===== config.mk =====
export PLATFORM = sky130hd
export DESIGN_NAME = string_literal_escaper
export DESIGN_NICKNAME = d
export VERILOG_FILES = /design/src/hw/rtl/sle_pkg.sv /design/src/hw/rtl/string_literal_escaper.sv
export SDC_FILE = /design/constraint.sdc
export NUM_CORES = 1
export LEC_CHECK = 0
export BUFFER_PORTS_ARGS = -buffer_cell sky130_fd_sc_hd__buf_2
export CELL_PAD_IN_SITES_DETAIL_PLACEMENT = 1
export CELL_PAD_IN_SITES_GLOBAL_PLACEMENT = 1
export CORE_UTILIZATION = 48
export CTS_CLUSTER_DIAMETER = 100
export CTS_CLUSTER_SIZE = 8
export DETAILED_ROUTE_END_ITERATION = 12
export PLACE_DENSITY_LB_ADDON = 0.1
export SLEW_MARGIN = 0
export SYNTH_ARGS = -nofsm -noshare
export SYNTH_HDL_FRONTEND = slang
export SYNTH_SLANG_ARGS = --single-unit

===== constraint.sdc =====
create_clock -name clk -period 18.18 [get_ports clk]
set_input_delay 3.636 -clock clk [delete_from_list [all_inputs] [get_ports clk]]
set_output_delay 3.636 -clock clk [all_outputs]
set_load 0.02 [all_outputs]

===== src/hw/rtl/sle_pkg.sv =====
// ----------------------------------------------------------------------------
// sle_pkg: shared types and helpers for the string literal escaper
// Beat formats for both channels, register map and character-class helpers.
// ----------------------------------------------------------------------------
package sle_pkg;

  localparam int unsigned MaxRun   = 8;  // bytes one input beat can produce
  localparam int unsigned RunIdxW  = $clog2(MaxRun);
  localparam int unsigned RunCntW  = $clog2(MaxRun + 1);
  localparam int unsigned AddrW    = 3;

  localparam logic [AddrW-1:0] RegQuoteAddr = 3'd0;

  localparam logic [6:0] ChBackslash = 7'h5C;
  localparam logic [6:0] ChLowerX    = 7'h78;
  localparam logic [6:0] ChLowerU    = 7'h75;

  typedef struct packed {
    logic [15:0] char_code;
    logic        starts_string;
    logic        ends_string;
    logic        no_char;
  } in_item_t;

  typedef struct packed {
    logic [6:0] out_byte;
    logic       last_of_run;
  } out_item_t;

  // Uppercase hex digit for one nibble
  function automatic logic [6:0] hex_digit(input logic [3:0] n);
    logic [6:0] r;
    if (n < 4'd10) r = 7'h30 + {3'b000, n};
    else           r = 7'h37 + {3'b000, n};
    return r;
  endfunction

  // Two-character escape letter; returns hit flag in bit 7
  function automatic logic [7:0] esc_map(input logic [7:0] c);
    logic [7:0] r;
    case (c)
      8'h08:   r = {1'b1, 7'h62};  // b
      8'h0C:   r = {1'b1, 7'h66};  // f
      8'h0A:   r = {1'b1, 7'h6E};  // n
      8'h0D:   r = {1'b1, 7'h72};  // r
      8'h09:   r = {1'b1, 7'h74};  // t
      8'h0B:   r = {1'b1, 7'h76};  // v
      8'h22:   r = {1'b1, 7'h22};
      8'h27:   r = {1'b1, 7'h27};
      8'h5C:   r = {1'b1, 7'h5C};
      default: r = 8'h00;
    endcase
    return r;
  endfunction

endpackage


===== src/hw/rtl/string_literal_escaper.sv =====
// ----------------------------------------------------------------------------
// string_literal_escaper: 16-bit character stream to escaped ASCII bytes
// Wraps strings in the configured quote and escapes each character in the
// style of a JavaScript string literal.
// ----------------------------------------------------------------------------
// Each input beat expands to zero to eight output bytes, one output beat per
// cycle while out_stall is low; last_of_run marks the final byte of a beat. An
// accepted beat sits in a one-entry input register, is expanded
// combinationally into the run buffer, and the run buffer then drains one byte
// per cycle while out_stall is low. A new input beat is taken every cycle
// while the run buffer turns over, so the sustained input rate is set by the
// single output byte lane. quote_char sits at byte address 0; write it only
// while the block is idle.
module string_literal_escaper
  import sle_pkg::*;
(
  input  logic             clk,
  input  logic             rst,

  input  logic             in_valid,
  output logic             in_stall,
  input  in_item_t         in_data,

  output logic             out_valid,
  input  logic             out_stall,
  output out_item_t        out_data,

  input  logic             psel,
  input  logic             penable,
  input  logic             pwrite,
  input  logic [AddrW-1:0] paddr,
  input  logic [31:0]      pwdata,
  output logic [31:0]      prdata,
  output logic             pready
);

  logic [6:0] quote_char;

  in_item_t   hold;
  logic       hold_valid;

  logic [6:0]         run_bytes [MaxRun];
  logic [RunCntW-1:0] run_cnt;
  logic [RunIdxW-1:0] run_idx;
  logic               run_valid;

  logic run_last, run_done, run_free, move, in_take;

  logic [6:0]         exp_bytes [MaxRun];
  logic [RunCntW-1:0] exp_cnt;

  // Configuration port
  assign pready = 1'b1;
  assign prdata = {25'd0, quote_char};

  always_ff @(posedge clk) begin
    if (rst) begin
      quote_char <= '0;
    end else if (psel && penable && pwrite && paddr[AddrW-1] == RegQuoteAddr[AddrW-1]) begin
      quote_char <= pwdata[6:0];
    end
  end

  // Handshake control
  assign run_last  = ({1'b0, run_idx} == run_cnt - 1'b1);
  assign run_done  = run_valid && !out_stall && run_last;
  assign run_free  = !run_valid || run_done;
  assign move      = hold_valid && run_free;
  assign in_stall  = hold_valid && !run_free;
  assign in_take   = in_valid && !in_stall;

  assign out_valid            = run_valid;
  assign out_data.out_byte    = run_bytes[run_idx];
  assign out_data.last_of_run = run_last;

  // Expansion of the held beat
  always_comb begin
    logic [7:0]   lo;
    logic         hi_zero, quoting, printable, pre, suf;
    logic [7:0]   map;
    logic [6:0]   body [MaxRun];
    logic [2:0]   blen;
    logic [3:0]   k;

    lo        = hold.char_code[7:0];
    hi_zero   = (hold.char_code[15:8] == 8'd0);
    quoting   = (quote_char != 7'd0);
    printable = hi_zero && lo >= 8'h20 && lo < 8'h7F &&
                lo != {1'b0, quote_char} && lo != {1'b0, ChBackslash};
    map       = esc_map(lo);
    pre       = hold.starts_string && quoting;
    suf       = hold.ends_string && quoting;

    for (int i = 0; i < MaxRun; i++) body[i] = '0;
    body[0] = ChBackslash;

    if (printable) begin
      body[0] = lo[6:0];
      blen    = 3'd1;
    end else if (hi_zero && lo != 8'd0 && map[7]) begin
      body[1] = map[6:0];
      blen    = 3'd2;
    end else if (quoting && hi_zero) begin
      body[1] = ChLowerX;
      body[2] = hex_digit(hold.char_code[7:4]);
      body[3] = hex_digit(hold.char_code[3:0]);
      blen    = 3'd4;
    end else begin
      body[1] = ChLowerU;
      body[2] = hex_digit(hold.char_code[15:12]);
      body[3] = hex_digit(hold.char_code[11:8]);
      body[4] = hex_digit(hold.char_code[7:4]);
      body[5] = hex_digit(hold.char_code[3:0]);
      blen    = 3'd6;
    end
    if (hold.no_char) blen = 3'd0;

    // quote, body, quote packed from slot 0
    for (int i = 0; i < MaxRun; i++) begin
      k = 4'(i) - {3'b000, pre};
      if (pre && i == 0)              exp_bytes[i] = quote_char;
      else if (k < {1'b0, blen})      exp_bytes[i] = body[k[RunIdxW-1:0]];
      else                            exp_bytes[i] = quote_char;
    end
    exp_cnt = {3'b000, pre} + {1'b0, blen} + {3'b000, suf};
  end

  // Input register and run buffer
  always_ff @(posedge clk) begin
    if (rst) begin
      hold_valid <= 1'b0;
      run_valid  <= 1'b0;
      run_idx    <= '0;
      run_cnt    <= '0;
    end else begin
      if (in_take) begin
        hold       <= in_data;
        hold_valid <= 1'b1;
      end else if (move) begin
        hold_valid <= 1'b0;
      end

      if (move) begin
        run_valid <= (exp_cnt != '0);
        run_cnt   <= exp_cnt;
        run_idx   <= '0;
        for (int i = 0; i < MaxRun; i++) run_bytes[i] <= exp_bytes[i];
      end else if (run_done) begin
        run_valid <= 1'b0;
      end else if (run_valid && !out_stall) begin
        run_idx <= run_idx + 1'b1;
      end
    end
  end

endmodule


==> flow_summary.toml, run 1 <==
[status]
status = "complete, no violations"

[final_layout]
regArea_mm2 = 0.00263
n_antenna_cell = 0
nNetsFinal = 692
multi_input_area_mm2 = 0.00310
drive_above_1_share = 0.197
final_cells = 781
nFillCells = 1352
fin_area_mm2 = 0.00667
syn2layout_area_growth_pct = 9.37

[placed_design]
placed_cell_area_mm2 = 0.00633
io_buffer_count = 50
gp_congestion = 0.947
dp.cells = 765
pre_cts_slack_ps = 9960
hpwlAfterDp_mm = 12.7

[logic_synthesis]
synthAdderAreaFrac = 0.0484
synth_edf_count = 75
yosys_warnings = 0
synth_area_leaders = "edfxtp_1 (37%), dfxtp_1 (6.2%), mux4_2 (5.2%)"
synth_top_area_frac = 0.369
yosysUniqueCellTypes = 78
synth_area_mm2 = 0.00610
synth_xor_area_frac = 0.0244
postSynthCellCount = 584
synth_seq_cells = 94
post-synth-top-count-cell = "edfxtp_1"
synth_top_family_by_area = "compound AO/OA/AOI/OAI gates"
synth_common_cells = "edfxtp_1 (75), nor2_1 (46), nand2_1 (36)"
synth-seq-area-share = 0.432
async_reset_ff_frac = 0
synth-simple-area-share = 0.149
syn_avg_cell_area_um2 = 10.4
ys.flop_type = "edfxtp_1"
synth_top_area_cell = "edfxtp_1"
synthMuxAreaShare = 0.106
synth-compound-area-share = 0.163

[sta]
layout_setup_ws_ps = 9960
holdWs_ps = 543
setup_tns_ps = 0
hold_violations = 0
rsz0062_at_grt = "false"
setup_violations = 0
slew_headroom = 0.370
slew_violations = 0
fmax_mhz = 122
tightest_slew_ps = 943
finalClockSkew_ps = 6.40
fin_crit_sh = 0.452
period_needed_ps = 8220

[drt]
drtAntennaViolNets = 0
viasPerCell = 5.99
avgRoutedWirePerCell_um = 21.5
drt_iter0_drc = 465
vias = 4680
detail_route.wirelength_mm = 16.8
drc = 0
drt_pass1_iterations = 5

[pwr]
ir_drop_mv = 0.0400
p_per_area_mw_per_mm2 = 79.7
p_int_mw = 0.392
swShare = 0.263
switchingPower_mw = 0.140
seq_power_share = 0.470
pwr-share-comb = 0.130
p_leak_nw = 2.60
p_clk_frac = 0.400

[cts]
cts_sinks = 94
cts_resized = 0
ctsHtreeMaxLevel = 3
post-cts-setup-buffers = 0
path_clk_slew_ps = 70
cts_hold_buf = 0
cts_tree = "done"
clk_path_buf_depth = 2
clockRootBuffer = "clkbuf_16"
cts_buffers = 9
clk_latency_ps = 350

[global_routing]
grt_overflow = 0
antenna_found_initial = 0
grt_use_total = 0.272
grt_pass1_vias = 4665
grt_max_degree = 57
grt_pass1_wl_mm = 26.4

[floorplanning]
chipHeight_um = 115
initial_utilization = 0.499
dieArea_mm2 = 0.0132
coreArea_mm2 = 0.0122
die_w_um = 115
fp-row-count = 40
io_pins = 104

[setup_path]
worstPathMaxFanout = 6
worst_setup_path_end_kind = "output pin"
arrival_ps = 4590
startpoint = "out_stall"
cp.required_ps = 14540
reg2reg_from = "hold[3]"
crit_type = "in2out"
crit_path_start_kind = "input pin"

[run]
maxCapViolCount = 0

[hold_path]
hold_start = "hold_valid"
min_path_type = "reg2reg"
## per-stage QoR
step / util / power, mW
finish: 0.546 / 0.531
global placement: 0.519 / 0.320
detailed placement: 0.519 / 0.323
floorplan: - / 0.305
global route: 0.546 / 0.546
CTS: 0.546 / 0.533
## placed cells by master, fill, tap and decap left out, types with 3 or more instances in the layout
master | synthesis | final
a32oi_1 | 3 | 3
dfxtp_1 | 19 | 19
mux2_2 | 17 | 17
nor4_1 | 4 | 4
a21o_1 | 7 | 7
inv_1 | 23 | 23
o2bb2ai_1 | 8 | 8
nand4_1 | 8 | 8
o32ai_1 | 3 | 3
xor2_1 | 6 | 6
a211oi_1 | 5 | 4
and3_1 | 4 | 4
nand2_1 | 36 | 36
edfxtp_1 | 75 | 75
o31ai_1 | 7 | 7
or3_1 | 3 | 3
nor2_1 | 46 | 46
clkbuf_16 | 0 | 11
and2_1 | 3 | 3
o21a_1 | 4 | 4
nor2b_1 | 15 | 15
buf_2 | 9 | 50
a31oi_1 | 13 | 13
buf_4 | 27 | 6
o21ai_0 | 23 | 23
nor3_1 | 17 | 16
o31a_1 | 3 | 3
mux4_2 | 14 | 14
a211o_1 | 3 | 3
nand4b_1 | 3 | 3
o21ai_1 | 6 | 6
a21oi_1 | 20 | 20
ha_1 | 22 | 22
xnor2_1 | 11 | 11
mux2i_1 | 14 | 14
conb_1 | 2 | 26
a22oi_1 | 3 | 3
nand3_1 | 19 | 19
## path summary, 6_finish.rpt
path                            slack [ps]               to  cells after the start
worst min register to register         540       hold_valid                      2
worst max register to register       13440  run_bytes[4][4]                     13
worst min-delay path                   540       hold_valid                      2
worst max-delay path                  9960         in_stall                      7
## critical path: stages
cell	delay (ps)
buf_2	80
inv_1	60
o211ai_1	150
and2_1	340
nand2_1	110
inv_1	60
buf_2	150
## logic make-up (layout without fill, tap and decap cells)
family          after synthesis  count (layout)
xor+xnor                     17              17
compound gates              136             136
mux                          45              45
flops                        94              94
simple gates                175             175
buf+inv                      92              97
fa+ha+maj                    23              23
other cells                   2              26
## power by group through the flow
stage                     logic (mW)  clock network [mW]  registers, mW
after floorplan               0.0549                   0          0.250
after global placement        0.0660                   0          0.254
after detailed placement      0.0679                   0          0.255
after CTS                     0.0685               0.215          0.250
after global routing          0.0751               0.220          0.251
final                         0.0693               0.212          0.250
## state kept, by name, summed over array words and instances, names as in the netlist, named ones only
register and flops:
hold 19, hold_valid 1, run_cnt 4, run_bytes 56, out_valid 1, quote_char 7
run_idx 3
## final cells by class
class	count	share of cell area
multi-input combinational	422	0.465
sequential	94	0.395
timing repair buffer	56	0.0443
clock buffer	12	0.0418
tap	168	0.0315
inverter	25	0.0141
clock inverter	4	0.00881
## metal layers
| layer | vias up | track usage | share of wire |
|---|---|---|---|
| met4 | 0 | 0.0918 | 0.017 |
| met2 | 171 | 0.440 | 0.47 |
| met3 | 22 | 0.0439 | 0.059 |
| li1 | 2179 | - | - |
| met5 | - | 0 | 0 |
| met1 | 2308 | 0.375 | 0.45 |
No activity file was read; power rests on OpenSTA's default activity.
==> run 2, diff against run 1 <==
--- a/config.mk
+++ b/config.mk
@@ -8,7 +8,7 @@
 export BUFFER_PORTS_ARGS = -buffer_cell sky130_fd_sc_hd__buf_2
 export CELL_PAD_IN_SITES_DETAIL_PLACEMENT = 1
 export CELL_PAD_IN_SITES_GLOBAL_PLACEMENT = 1
-export CORE_UTILIZATION = 48
+export CORE_UTILIZATION = 45
 export CTS_CLUSTER_DIAMETER = 100
 export CTS_CLUSTER_SIZE = 8
 export DETAILED_ROUTE_END_ITERATION = 12
==> constraint.sdc (replaced) <==
create_clock -name clk -period 8.6 [get_ports clk]
set_input_delay 1.72 -clock clk [delete_from_list [all_inputs] [get_ports clk]]
set_output_delay 1.72 -clock clk [all_outputs]
set_load 0.02 [all_outputs]
==> run 2 against run 1 <==
  * Count of clock-buffer cells in the layout unchanged
  * Combinational power up 110%
  * Hold slack worse by 25 ps
  * Sequential share of layout area down 0.059 points
==> flow_summary.toml, run 2 (synthesized netlist as in run 1, its figures left out) <==
[status]
status = "complete, no violations"

[setup_path]
worstPathMaxFanout = 13
worst_setup_path_end_kind = "register"
cp.required_ps = 8690
path_cells = "inv_1 -> ha_1 -> nor2b_1 -> o31ai_1 -> a31oi_4 -> a211oi_4 -> inv_2 -> ha_1 -> o21ai_0 -> nand2b_1 -> inv_1 -> and4_1 -> a221o_1"
slowest_stage = "o31ai_1"
cp_top_family = "compound AO/OA/AOI/OAI gates"
crit_path_start_kind = "register"
critical_path.max_stage_delay_ps = 690
reg2reg_depth = 13
reg2reg_from = "hold[3]"
critPathBufInv = 3
crit_type = "reg2reg"
rrSetupSlack_ps = 3890
r2r_end = "run_bytes[4][4]"
arrival_ps = 4800

[cts]
cts_resized = 0
cts_sinks = 94
path_clk_slew_ps = 70
clockRootBuffer = "clkbuf_16"
cts_buffers = 9
post-cts-setup-buffers = 0
ctsHtreeMaxLevel = 3
cts_tree = "done"
clk_latency_ps = 360
clk_path_buf_depth = 2
cts_hold_buf = 0

[drt]
detail_route.wirelength_mm = 17.2
drt_iter0_drc = 449
drt_pass1_iterations = 5
drtAntennaViolNets = 0
vias = 4737
drc = 0
viasPerCell = 6.00
avgRoutedWirePerCell_um = 21.8

[global_routing]
grt_overflow = 0
grt_max_degree = 57
grt_use_total = 0.257
antenna_found_initial = 0
grt_pass1_wl_mm = 26.9
grt_pass1_vias = 4606

[floorplanning]
chipHeight_um = 118
initial_utilization = 0.461
dieArea_mm2 = 0.0140
die_w_um = 118
coreArea_mm2 = 0.0132
io_pins = 104
fp-row-count = 42

[final_layout]
syn2layout_area_growth_pct = 9.54
layout_commonest_cell = "edfxtp_1"
regMostFlops = "run_bytes"
drive_above_1_share = 0.199
reg_top3 = "run_bytes (56), hold (19), quote_char (7)"
largest_reg_flops = 56
n_antenna_cell = 0
nNetsFinal = 692
final_cell_mix = "edfxtp_1 (75), buf_2 (50), nor2_1 (46), nand2_1 (36), conb_1 (26)"
fin_area_mm2 = 0.00668
nFillCells = 1474

[pwr]
pwr-share-comb = 0.131
switchingPower_mw = 0.302
ir_drop_mv = 0.0854
seq_power_share = 0.472
p_leak_nw = 2.60
swShare = 0.270
p_int_mw = 0.818
p_per_area_mw_per_mm2 = 168
p_clk_frac = 0.397

[sta]
finalClockSkew_ps = 12.9
hold_violations = 0
setup_tns_ps = 0
fin_crit_sh = 0.548
setup_violations = 0
slew_violations = 0
tightest_slew_ps = 955
fmax_mhz = 212
slew_headroom = 0.362
rsz0062_at_grt = "false"
period_needed_ps = 4710

[run]
maxCapViolCount = 0

[placed_design]
gp_congestion = 0.928
placed_cell_area_mm2 = 0.00634
hpwlAfterDp_mm = 12.8
io_buffer_count = 50

[hold_path]
hold_start = "run_cnt[3]"
min_path_type = "reg2reg"
hold_depth = 2
hold_end = "run_cnt[3]"
-- run 2: cell count changes in the layout (fill, tap and decap cells not counted), sizes merged --
cell    previous run  this run
bufinv             1         0
clkinv             3         2
inv               25        27
-- run 2: final cells by class --
type                            instances  area [µm²]  share of cell area
Multi-Input combinational cell        422        3100               0.464
Sequential cell                        94        2630               0.394
Clock buffer                           12         300              0.0449
Timing Repair Buffer                   56         295              0.0442
Tap cell                              176         220              0.0330
Inverter                               25        93.8              0.0140
Clock inverter                          4        37.5             0.00562
-- run 2: metrics by stage --
stage | power [mW] | utilization | setup WS [ps] | hold WS, ps | cells
finish | 1.12 | 0.505 | 3890 | 518 | 789
global route | 1.16 | 0.505 | 3570 | 542 | 789
CTS | 1.13 | 0.505 | 3920 | 522 | 789
detailed placement | 0.682 | 0.479 | 3910 | 511 | 773
global placement | 0.678 | 0.479 | 4000 | 488 | 773
floorplan | 0.645 | - | 2040 | 463 | 608
-- run 2: tightest hold or removal path, cell delays in order, from the launching register on --
cell and delay [ps]:
dfxtp_1 330, o21ai_0 80, a21oi_1 60
-- run 2: power groups by stage --
| stage | Sequential [mW] | Clock (mW) | Combinational (mW) |
|---|---|---|---|
| 2_1_floorplan | 0.529 | 0 | 0.116 |
| 3_3_place_gp | 0.537 | 0 | 0.140 |
| 3_5_place_dp | 0.539 | 0 | 0.144 |
| 4_1_cts | 0.529 | 0.455 | 0.145 |
| 5_1_grt | 0.531 | 0.470 | 0.159 |
| 6_report | 0.529 | 0.444 | 0.147 |
-- run 2: worst max path at each step --
stage,startpoint,end,slack (ps),cells past startpoint
3_3_place_gp,hold[3],run_bytes[4][4],4000,13
4_1_cts,hold[3],run_bytes[4][4],3920,13
3_5_place_dp,hold[3],run_bytes[4][4],3910,13
2_1_floorplan,out_stall,run_bytes[0][0],2040,5
5_1_grt,hold[3],run_bytes[4][4],3570,13
6_report,hold[3],run_bytes[4][4],3890,13
-- run 2: per-layer routing --
layer	wire length, µm	vias up	global-route usage
li1	-	2180	-
met1	7890	2343	0.360
met2	7910	187	0.402
met3	1050	27	0.0516
met4	365	0	0.0799
met5	0	-	0
==> run 3, diff against run 2 <==
--- a/config.mk
+++ b/config.mk
@@ -8,7 +8,7 @@
 export BUFFER_PORTS_ARGS = -buffer_cell sky130_fd_sc_hd__buf_2
 export CELL_PAD_IN_SITES_DETAIL_PLACEMENT = 1
 export CELL_PAD_IN_SITES_GLOBAL_PLACEMENT = 1
-export CORE_UTILIZATION = 45
+export CORE_UTILIZATION = 40
 export CTS_CLUSTER_DIAMETER = 100
 export CTS_CLUSTER_SIZE = 8
 export DETAILED_ROUTE_END_ITERATION = 12
==> constraint.sdc (replaced) <==
create_clock -name clk -period 3.8 [get_ports clk]
set_input_delay 0.76 -clock clk [delete_from_list [all_inputs] [get_ports clk]]
set_output_delay 0.76 -clock clk [all_outputs]
set_load 0.02 [all_outputs]
==> run 3 against run 2 <==
  * Critical path type unchanged
  * First-iteration DRC count down 46%
  * Register-to-register slack got worse by 3700 ps
  * Sequential share of layout area decreased by 1.6 points
  * Clock skew fell by 4.9 ps
  * Highest routed layer unchanged
  * Maximum frequency increased by 32%
  * The flow now finishes with violations (design-rule violations)
  * Total power is 130% higher
  * Largest power group unchanged
  * Sequential power is 120% higher
  * Cell count rose by 5.4%
  * Critical path depth stayed put
  * Via count rose by 1.9%
==> flow_summary.toml, run 3 (synthesized netlist as in run 1, its figures left out) <==
[sta]
slew_headroom = 0.371
slew_violations = 0
holdWs_ps = 512
fmax_mhz = 280
tightest_slew_ps = 938
setup_violations = 0
layout_setup_ws_ps = 230
rsz0062_at_grt = "false"
hold_violations = 0
fin_crit_sh = 0.940
setup_tns_ps = 0
period_needed_ps = 3570
finalClockSkew_ps = 7.95

[setup_path]
r2r_end = "run_bytes[4][4]"
arrival_ps = 3670
crit_path_start_kind = "register"
rrSetupSlack_ps = 230
cp.required_ps = 3900
reg2reg_depth = 13
reg2reg_from = "hold[3]"
worstPathMaxFanout = 12
worst_setup_path_end_kind = "register"
crit_type = "reg2reg"

[final_layout]
nNetsFinal = 727
nFillCells = 1622
regArea_mm2 = 0.00263
drive_above_1_share = 0.248
largest_reg_flops = 56
final_cell_mix = "edfxtp_1 (75), buf_2 (50), nor2_1 (46), buf_4 (41), nand2_1 (36)"
n_antenna_cell = 0
multi_input_area_mm2 = 0.00313
regMostFlops = "run_bytes"
final_cells = 832
syn2layout_area_growth_pct = 14.1
layout_commonest_cell = "edfxtp_1"
reg_top3 = "run_bytes (56), hold (19), quote_char (7)"

[hold_path]
hold_end = "run_cnt[3]"
min_path_type = "reg2reg"
hold_depth = 2
hold_start = "run_cnt[3]"

[floorplanning]
coreArea_mm2 = 0.0147
initial_utilization = 0.415
fp-row-count = 44
io_pins = 104
dieArea_mm2 = 0.0157
chipHeight_um = 125
die_w_um = 125

[pwr]
p_leak_nw = 2.76
ir_drop_mv = 0.216
power_mw = 2.52
p_per_area_mw_per_mm2 = 362

[status]
status = "finished with violations"
failed_checks = "design-rule violations"

[cts]
cts_buffers = 9
ctsHtreeMaxLevel = 3
cts_sinks = 94
clk_path_buf_depth = 2
cts_hold_buf = 0
clockRootBuffer = "clkbuf_16"
path_clk_slew_ps = 70
cts_tree = "done"
clk_latency_ps = 360

[global_routing]
grt_use_total = 0.241
antenna_found_initial = 0
grt_overflow = 0
grt_pass1_vias = 4889
grt_pass1_wl_mm = 28.3
grt_max_degree = 57

[drt]
drc = 3
detail_route.wirelength_mm = 18.2
avgRoutedWirePerCell_um = 21.8
viasPerCell = 5.80
vias = 4827
drtAntennaViolNets = 0
drt_pass1_iterations = 9
drt_iter0_drc = 241

[placed_design]
gp_congestion = 0.936
dp.cells = 813
hpwlAfterDp_mm = 14.2
pre_cts_slack_ps = 139
io_buffer_count = 50

[run]
maxCapViolCount = 0
run 3: cell type report:
cell class	instances	area share
clock buffer	9	0.0324
tap	184	0.0331
timing repair buffer	91	0.0802
inverter	25	0.0135
multi-input combinational	422	0.449
clock inverter	7	0.0138
sequential	94	0.378
run 3: what timing repair did:
action | 4_1_cts | 5_1_grt
buffers inserted | 0 | 3
endpoints found under the setup margin | 0 | 17
endpoints found under the hold margin | 0 | 0
gates resized for setup | 0 | 5
run 3: layer usage:
layer | GRT usage | vias to the layer above | wire, µm
met2 | 0.395 | 150 | 8750
met4 | 0.0825 | 0 | 370
met1 | 0.322 | 2401 | 8110
met5 | 0 | - | 0
li1 | - | 2248 | -
met3 | 0.0394 | 28 | 938
run 3: through the flow:
step	util	instance area (µm²)
floorplan	-	6200
global placement	0.449	6600
detailed placement	0.449	6600
CTS	0.471	6920
global route	0.474	6960
finish	0.474	6960
run 3: critical path, stage by stage (launching register included):
cell	delay, ps
edfxtp_1	410
buf_4	190
ha_1	240
mux2_2	270
a32oi_1	450
a31o_2	260
nand2_1	120
nand2_1	180
ha_1	260
nor2b_1	130
o21ai_0	150
nand2b_1	90
buf_4	180
a221o_1	360
run 3: worst max path at each step:
| stage | from | end | depth (start not counted) |
|---|---|---|---|
| after floorplan | hold[4] | run_bytes[4][2] | 14 |
| after global placement | hold[3] | run_bytes[1][6] | 12 |
| after detailed placement | hold[3] | run_bytes[6][0] | 13 |
| after CTS | hold[3] | run_bytes[6][0] | 13 |
| after global routing | hold[3] | run_bytes[4][4] | 13 |
| final | hold[3] | run_bytes[4][4] | 13 |
run 3: report_power, final:
group | internal, mW | switching (mW) | total, mW | leakage (nW)
clock | 0.577 | 0.399 | 0.977 | 0.150
combinational | 0.134 | 0.235 | 0.369 | 1.75
sequential | 1.15 | 0.0221 | 1.18 | 0.855
